<file path="src/hdl/jpc_pkg.sv">
// ----------------------------------------------------------------------------
// jpc_pkg
// Shared types, constants and character-class helpers for the JSON payload
// classifier.
// ----------------------------------------------------------------------------
package jpc_pkg;

    // Width of the position and distance counters (windows go up to 31)
    localparam int POS_W = 5;

    // Character codes
    localparam logic [7:0] CH_OPEN_BRACE    = 8'h7B;
    localparam logic [7:0] CH_OPEN_BRACKET  = 8'h5B;
    localparam logic [7:0] CH_CLOSE_BRACE   = 8'h7D;
    localparam logic [7:0] CH_CLOSE_BRACKET = 8'h5D;
    localparam logic [7:0] CH_SPACE         = 8'h20;
    localparam logic [7:0] CH_TAB           = 8'h09;
    localparam logic [7:0] CH_CR            = 8'h0D;
    localparam logic [7:0] CH_LF            = 8'h0A;
    localparam logic [7:0] CH_TILDE         = 8'h7E;

    // Classification of one payload byte
    typedef struct packed {
        logic is_open;    // opening brace or bracket
        logic is_close;   // closing brace or bracket
        logic loose_ok;   // whitespace or alphanumeric
        logic text_ok;    // printable, tab, CR or LF
    } char_class_t;

    function automatic logic is_space_char(input logic [7:0] c);
        return (c == CH_SPACE) || (c == CH_TAB) || (c == CH_CR) || (c == CH_LF);
    endfunction

    function automatic logic is_alnum_char(input logic [7:0] c);
        return (c inside {[8'h30:8'h39], [8'h41:8'h5A], [8'h61:8'h7A]});
    endfunction

endpackage

</file>
<file path="src/hdl/jpc_char_class.sv">
// ----------------------------------------------------------------------------
// jpc_char_class
// Classifies one payload byte into the character groups used by the head
// and tail rules.
// ----------------------------------------------------------------------------
module jpc_char_class
    import jpc_pkg::*;
(
    input  logic [7:0]  data_byte,
    output char_class_t cls
);

    // Decode the byte into its groups
    always_comb begin
        cls.is_open  = (data_byte == CH_OPEN_BRACE) || (data_byte == CH_OPEN_BRACKET);
        cls.is_close = (data_byte == CH_CLOSE_BRACE) || (data_byte == CH_CLOSE_BRACKET);
        cls.loose_ok = is_space_char(data_byte) || is_alnum_char(data_byte);
        cls.text_ok  = ((data_byte >= CH_SPACE) && (data_byte <= CH_TILDE)) ||
                       (data_byte == CH_TAB) || (data_byte == CH_CR) ||
                       (data_byte == CH_LF);
    end

endmodule

</file>
<file path="src/hdl/json_payload_classifier_core.sv">
// ----------------------------------------------------------------------------
// json_payload_classifier_core
// Streams payload bytes and gives one verdict per payload, on its last byte,
// telling whether the payload looks like JSON.
// ----------------------------------------------------------------------------
// The verdict is valid in the cycle after the last byte is accepted.
// Throughput: one byte per cycle while s_ready is high; the rule state is
// updated in one pass between the per-payload state and verdict registers.
// Reset: synchronous active-low aresetn clears the rule state and the verdict
// valid flag; state also returns to its reset value after every verdict.
// ----------------------------------------------------------------------------
module json_payload_classifier_core
    import jpc_pkg::*;
#(
    parameter int HEAD_WINDOW  = 16,
    parameter int TAIL_WINDOW  = 16,
    parameter int LOOSE_PREFIX = 8
) (
    input  logic       aclk,
    input  logic       aresetn,
    input  logic       s_valid,
    output logic       s_ready,
    input  logic [7:0] s_data_byte,
    input  logic       s_last_byte,
    output logic       m_valid,
    input  logic       m_ready,
    output logic       m_is_json
);

    localparam logic [POS_W-1:0] HEAD_POS  = POS_W'(HEAD_WINDOW);
    localparam logic [POS_W-1:0] TAIL_POS  = POS_W'(TAIL_WINDOW);
    localparam logic [POS_W-1:0] LOOSE_POS = POS_W'(LOOSE_PREFIX);

    char_class_t      cls;
    logic             s_accept;

    logic [POS_W-1:0] pos_reg, pos_next;
    logic             opener_reg, opener_next;
    logic             head_rej_reg, head_rej_next;
    logic             tail_bad_reg, tail_bad_next;
    logic [POS_W-1:0] since_bad_reg, since_bad_next;
    logic             m_valid_reg;
    logic             is_json_reg;
    logic             verdict;

    jpc_char_class u_char_class (
        .data_byte (s_data_byte),
        .cls       (cls)
    );

    // Take a byte whenever the verdict register is free or being drained
    assign s_ready  = !m_valid_reg || m_ready;
    assign s_accept = s_valid && s_ready;

    // Update head and tail rules for the incoming byte
    always_comb begin
        pos_next       = pos_reg;
        opener_next    = opener_reg;
        head_rej_next  = head_rej_reg;
        tail_bad_next  = tail_bad_reg;
        since_bad_next = since_bad_reg;

        if (pos_reg < HEAD_POS) begin
            if (!opener_reg) begin
                if (cls.is_open) begin
                    opener_next = 1'b1;
                end else if ((pos_reg >= LOOSE_POS) && !cls.loose_ok) begin
                    head_rej_next = 1'b1;
                end
            end
            if (opener_next && !cls.text_ok) begin
                head_rej_next = 1'b1;
            end
            pos_next = pos_reg + POS_W'(1);
        end

        if (cls.is_close) begin
            tail_bad_next  = 1'b0;
            since_bad_next = '0;
        end else if (!cls.loose_ok) begin
            tail_bad_next  = 1'b1;
            since_bad_next = '0;
        end else if (tail_bad_reg && (since_bad_reg < TAIL_POS)) begin
            since_bad_next = since_bad_reg + POS_W'(1);
        end

        verdict = (pos_reg != '0) && opener_next && !head_rej_next &&
                  !(tail_bad_next && (since_bad_next < TAIL_POS));
    end

    // Hold rule state; clear it after each verdict
    always_ff @(posedge aclk) begin
        if (!aresetn) begin
            pos_reg       <= '0;
            opener_reg    <= 1'b0;
            head_rej_reg  <= 1'b0;
            tail_bad_reg  <= 1'b0;
            since_bad_reg <= '0;
        end else if (s_accept) begin
            if (s_last_byte) begin
                pos_reg       <= '0;
                opener_reg    <= 1'b0;
                head_rej_reg  <= 1'b0;
                tail_bad_reg  <= 1'b0;
                since_bad_reg <= '0;
            end else begin
                pos_reg       <= pos_next;
                opener_reg    <= opener_next;
                head_rej_reg  <= head_rej_next;
                tail_bad_reg  <= tail_bad_next;
                since_bad_reg <= since_bad_next;
            end
        end
    end

    // Verdict register: load on the last byte, drop when taken
    always_ff @(posedge aclk) begin
        if (!aresetn) begin
            m_valid_reg <= 1'b0;
        end else if (s_accept && s_last_byte) begin
            m_valid_reg <= 1'b1;
        end else if (m_ready) begin
            m_valid_reg <= 1'b0;
        end
    end

    always_ff @(posedge aclk) begin
        if (s_accept && s_last_byte) begin
            is_json_reg <= verdict;
        end
    end

    assign m_valid   = m_valid_reg;
    assign m_is_json = is_json_reg;

    // Checks
    a_last_gives_verdict: assert property (@(posedge aclk) disable iff (!aresetn)
        (s_accept && s_last_byte) |=> m_valid)
        else $error("verdict not presented after last byte");

    a_state_cleared: assert property (@(posedge aclk) disable iff (!aresetn)
        (s_accept && s_last_byte) |=> (pos_reg == '0 && !opener_reg && !head_rej_reg &&
                                       !tail_bad_reg && since_bad_reg == '0))
        else $error("rule state not cleared after verdict");

    a_pos_saturates: assert property (@(posedge aclk) disable iff (!aresetn)
        pos_reg <= HEAD_POS)
        else $error("byte position beyond head window");

    a_since_saturates: assert property (@(posedge aclk) disable iff (!aresetn)
        since_bad_reg <= TAIL_POS)
        else $error("tail distance beyond tail window");

    a_no_verdict_without_last: assert property (@(posedge aclk) disable iff (!aresetn)
        (!m_valid && !(s_accept && s_last_byte)) |=> !m_valid)
        else $error("verdict appeared without a last byte");

endmodule
</file>
<file path="config.mk">
export PLATFORM = sky130hd
export DESIGN_NAME = json_payload_classifier_core
export DESIGN_NICKNAME = d
export VERILOG_FILES = /design/src/hdl/jpc_pkg.sv /design/src/hdl/jpc_char_class.sv /design/src/hdl/json_payload_classifier_core.sv
export SDC_FILE = /design/constraint.sdc
export NUM_CORES = 1
export LEC_CHECK = 0
export BUFFER_PORTS_ARGS = -buffer_cell sky130_fd_sc_hd__buf_4
export CAP_MARGIN = 20
export CORE_ASPECT_RATIO = 1.2
export CORE_MARGIN = 4
export CORE_UTILIZATION = 60
export CTS_BUF_LIST = sky130_fd_sc_hd__clkbuf_4 sky130_fd_sc_hd__clkbuf_8
export CTS_CLUSTER_DIAMETER = 40
export DETAILED_ROUTE_END_ITERATION = 10
export GPL_TIMING_DRIVEN = 0
export HOLD_SLACK_MARGIN = 0.06
export PLACE_DENSITY = 0.81
export SYNTH_ARGS = -nofsm -noshare
export SYNTH_HDL_FRONTEND = slang
export SYNTH_SLANG_ARGS = --single-unit
</file>
<file path="constraint.sdc">
create_clock -name aclk -period 2.7 [get_ports aclk]
set_clock_uncertainty 0.1 [all_clocks]
set_input_delay 0.27 -clock aclk [delete_from_list [all_inputs] [get_ports aclk]]
set_output_delay 0.27 -clock aclk [all_outputs]
set_load 0.01 [all_outputs]
</file>
Word-level counts from Yosys, hierarchy flattened
Cells that the tools add are included.
{"block": "classes", "reduce_logical": 33, "eq_ne": 8, "n_lt_le_gt_ge": 12, "mux": 22, "n_addsub": 2}
{"op": "$eq 8x7->1 const B", "count": 4}
{"op": "$mux 5", "count": 6}
{"op": "$eq 8x4->1 const B", "count": 3}
{"op": "$le 8x7->1 const B", "count": 3}
{"op": "$ge 8x6->1 const B", "count": 2}
{"op": "$ge 8x7->1 const B", "count": 2}
{"op": "$mux 1", "count": 16}
{"op": "$lt 5x5->1 const B", "count": 3}
{"op": "$logic_and 1x1->1", "count": 13}
{"op": "$add 5x1->5 const B", "count": 2}
{"op": "$logic_or 1x1->1", "count": 10}
{"op": "$eq 8x6->1 const B", "count": 1}
{"op": "$le 8x6->1 const B", "count": 1}
{"op": "$ge 5x4->1 const B", "count": 1}
{"op": "$logic_not 1->1", "count": 5}
{"op": "$reduce_bool 5->1", "count": 1}
{"op": "$reduce_bool 2->1", "count": 2}
{"op": "$reduce_bool 3->1", "count": 1}
{"op": "$reduce_and 2->1", "count": 1}
{"block": "word_totals", "inputBits": 13, "elab_cells": 84, "regBits": 15, "out_inout_bits": 3}

Depth between registers and ports, before layout
{"block": "depth", "ltp_word": 15, "mapped_depth": 6, "depth_no_buf": 5}

Cells and area by module
A second synthesis with hierarchy kept.
{"block": "unflattened", "cells_unflattened": 113, "area_unflattened_um2": 945.9}
{"mod": "json_payload_classifier_core", "seq_area_each_um2": 310.3, "n_inst": 1, "area_per_inst_um2": 755.7, "cells_each": 89}
{"mod": "jpc_char_class", "seq_area_each_um2": 0.0, "n_inst": 1, "area_per_inst_um2": 190.2, "cells_each": 24}

Worst setup path before layout
Ideal clock, no wire load.
{"block": "synth_path", "path_type": "input port to flip-flop", "startpoint": "input s_data_byte[3]", "endpoint": "register is_json_reg, in the netlist m_is_json, data pin", "t_arrival_ps": 1474, "setup_time_ps": 269, "t_required_ps": 2331, "n_path_buf": 0, "slack_ps": 857, "path_stages": 5, "path_cell_list": "or4_4 > o221ai_1 > a31oi_1 > a21oi_1 > nor4_1"}
{"block": "synth_via", "elab_chain_len": 15, "elab_cells_between_ends": 54, "classes_between": "9 x order compare; 8 x eq/ne; 13 x mux; 24 x reduce/logical"}
{"item": "start, declared", "line": "json_payload_classifier_core.sv:23", "text": "input logic [7:0] s_data_byte,"}
{"item": "parallel branches: the longest is 14 deep, another holds $ge 8x6->1"}
{"item": "$logic_and 1x1->1 (*)", "line": "json_payload_classifier_core.sv:87", "text": "verdict = (pos_reg != '0) && opener_next && !head_rej_next &&"}
{"item": "via verdict", "line": "json_payload_classifier_core.sv:44", "text": "logic verdict;"}
{"item": "end signal, assigned", "line": "json_payload_classifier_core.sv:129", "text": "is_json_reg <= verdict;"}
{"item": "end, declared", "line": "json_payload_classifier_core.sv:43", "text": "logic is_json_reg;"}
Mark *: on every way through the listed nets, which the timed path passes. The select of a mux whose other input is x is not followed.
A chain may end at the register's enable or synchronous reset.

Final worst setup path
Same ends and word-level chain as after synthesis.

==> results.txt <==
The run finished with clean final reports. The number of H-tree levels came out at 1. The count of nets after finishing is 148. Of all nets on the critical path, the largest fanout is 5. The max-capacitance violation count came out at 0. The share of the cycle needed by the critical path after routing is 0.677. The analysis attributes to cell leakage a power of 0.432 nW. The number of buffers on the longest clock path came out at 2. The signal on the critical path passes through buf_4, or4_4, o221ai_1, a31oi_1, a21oi_1, nor4_1. The cell count after placement came out at 144. The library cell used most frequently in the layout, excluding fill and tap cells, is sky130_fd_sc_hd__buf_4. Yosys mapped a number of flops with a built-in enable equal to 1. During synthesis, Yosys emitted a total of 0 warnings.

In this run the worst hold path is classified as in2reg. The end-of-flow core utilization is 0.756. The number of gates given a new drive strength after cts came out at 0. In the synthesized netlist the dominant register cell turns out to be sky130_fd_sc_hd__dfxtp_1. The total count of hold-check failures in the final report came to 0. The count of hold-fix buffers inserted at cts is 0.

sky130_fd_sc_hd__dfxtp_1 takes more of the synthesized area than any other cell. The die outline height is 51.6 um. The number of diodes is 0.

The initial antenna violation count was 0. Leaving out fill and tap cells, the most frequent cells in the layout are sky130_fd_sc_hd__buf_4, sky130_fd_sc_hd__dfxtp_1, sky130_fd_sc_hd__nor2_1. Excluding fillers, the count of instances in the completed layout stands at 148. The HPWL after detailed placement is 1.67 mm. The via density per instance is 6.26. The average instance area after synthesis is 8.40 sq um. The fmax is 0.547 GHz.

Headroom to the max-slew limit came out at 0.465. The post-layout minimum cycle time came out at 1.83 ns. The worst path meets setup with 0.873 ns of slack. Ranked by total cell area, the synthesized netlist is headed by sky130_fd_sc_hd__dfxtp_1, sky130_fd_sc_hd__nor2_1, sky130_fd_sc_hd__a21oi_1, sky130_fd_sc_hd__ha_1, sky130_fd_sc_hd__nand2_1.

The count of final max-slew check failures is 0. The first-pass GRT wire length is 3.65 mm. For this configuration, the core starts out at a cell density of 0.649.

After floorplanning, the core was divided into 15 placement rows. The layout cell share with drive strength beyond 1 is 0.198. The number of design rule violations left after detail routing came out at 0. The initial detailed-routing violation count is 25. The number of input and output port buffers inserted came out at 14. In this run the post-CTS setup repair buffer count came out at 0. The number of global-route vias before repair came out at 884. The critical path in this run is classified as in2reg. The area of the mapped netlist is 950 sq um.

Yosys mapped the design onto 44 distinct sky130hd cell types. Routability-driven placement finished with a final weighted congestion of 0.779. The critical path's largest stage delay came out at 0.53 ns. The tree is rooted in a sky130_fd_sc_hd__clkbuf_4.

The routed wire length per instance came out at 15.2 um. The worst setup path is launched from an input port. The total global-route track usage came out at 0.211. The number of placed I/O pins is 16.

After routing, the total negative slack on setup checks comes to 0 ns. The total wire length is 2.25 mm. The share of the synthesized area in the top cell type is 0.295.

The area of the placeable core came out at 1460 sq um. The worst slack at placement came out at 0.573 ns. Together, buffers and inverters on the worst path number 1. The post-synth net total is 129. The clock sink count is 15.

The highest-delay cell along the critical path is sky130_fd_sc_hd__or4_4. Entering global routing, the biggest net connects 11 pins. The number of failing setup endpoints in the final timing report came out at 0.

Grouping stages by cell kind, the critical path spends the most delay in compound AO/OA/AOI/OAI gates. The remaining antenna violation count after routing is 0. Data on the critical path arrives at its endpoint at 1.75 ns. The post-synthesis to final-layout area growth came out at 16.5%.

The post-synthesis cell count came out at 113. The maximum VDD drop came out at 0.253 mV. STA classifies the critical path endpoint as a flop.

The clock transition time at the flip-flop clock pins of the worst setup and hold paths came out at 0.09 ns. The number of storage elements in the synthesis netlist came out at 15. The floorplan step defined a die boundary enclosing 2290 sq um. The power per cell area is 407 nW/um^2.

In the synthesized netlist the async set-or-reset flop fraction comes to 0. From left edge to right edge, the die measures 44.3 um. The clock insertion delay at the later pin of the skew report came out at 0.28 ns.

The required time of the worst setup path is 2.63 ns. Before antenna repair, the detailed router went through 4 iterations. The residual overflow from global routing is 0. The number of vias after detailed routing is 926. TritonCTS built the clock tree.

The sequential-to-total area share from yosys stat is 0.327. The number of buffers created by CTS is 3. Setup repair after global routing left no endpoint under its margin. The actual transition at the worst max-transition pin came out at 0.791 ns.
[per-stage QoR]
stage | hold slack [ns] | instance area, sq um | power [mW]
after floorplan | 0.311 | 950 | 0.282
after global placement | 0.396 | 1080 | 0.312
after detailed placement | 0.417 | 1080 | 0.315
after CTS | 0.171 | 1110 | 0.450
after global routing | 0.180 | 1110 | 0.469
final | 0.166 | 1110 | 0.451
[layout make-up]
type | instances | area (sq um)
sequential | 15 | 310
tap | 17 | 21.3
clock buffer | 4 | 30.0
inverter | 5 | 18.8
multi-input combinational | 90 | 602
fill | 117 | 358
buffer | 3 | 18.8
timing repair buffer | 14 | 105
[cells in the mapped netlist (2+ instances only)]
master	instances
sky130_fd_sc_hd__and4_1	2
sky130_fd_sc_hd__a21oi_1	8
sky130_fd_sc_hd__nand3_1	5
sky130_fd_sc_hd__nand2b_1	2
sky130_fd_sc_hd__buf_4	2
sky130_fd_sc_hd__nor3_1	2
sky130_fd_sc_hd__nand4_1	4
sky130_fd_sc_hd__and2_1	3
sky130_fd_sc_hd__nand2_1	10
sky130_fd_sc_hd__o211ai_1	2
sky130_fd_sc_hd__a31oi_1	2
sky130_fd_sc_hd__dfxtp_1	14
sky130_fd_sc_hd__nor2_1	11
sky130_fd_sc_hd__o21ai_0	7
sky130_fd_sc_hd__inv_1	5
sky130_fd_sc_hd__nor2b_1	4
sky130_fd_sc_hd__ha_1	3
[report_power, final]
group | internal [mW] | leakage [nW] | switching, mW
Sequential | 0.228 | 0.123 | 0.00294
Clock | 0.0673 | 0.0184 | 0.0719
Combinational | 0.0360 | 0.291 | 0.0449
Total | 0.331 | 0.432 | 0.120
[final timing paths]
path | endpoint | start | slack, ns | cells after the start
max reg2reg | head_rej_reg | m_valid | 0.98 | 4
min | m_valid | s_valid | 0.17 | 3
max | m_is_json | s_data_byte[3] | 0.87 | 6
min reg2reg | since_bad_reg[3] | since_bad_reg[3] | 0.43 | 2
[worst register-to-register path, stage by stage (launching register included)]
cell and delay, ns:
sky130_fd_sc_hd__dfxtp_1 0.32, sky130_fd_sc_hd__nand2b_1 0.13, sky130_fd_sc_hd__nor4bb_1 0.66, sky130_fd_sc_hd__nor4b_1 0.31
sky130_fd_sc_hd__o31a_1 0.16
[cells by family after synthesis]
| group | synth area share |
|---|---|
| AND/OR/NAND/NOR | 0.335 |
| multiplexers | 0.0105 |
| adder cells (fa/ha/maj) | 0.0395 |
| XOR/XNOR | 0.00922 |
| buffers and inverters | 0.0395 |
| AO/OA/AOI/OAI | 0.240 |
| flip-flops | 0.327 |
[layer usage]
metal / share of wire / vias to the layer above / track usage
met2: 0.56 / 16 / 0.388
met5: 0 / - / 0
met4: 0.0076 / 0 / 0.0804
met1: 0.40 / 449 / 0.236
li1: - / 459 / -
met3: 0.025 / 2 / 0.0311
Note: power is estimated with default switching activity, not from simulation.
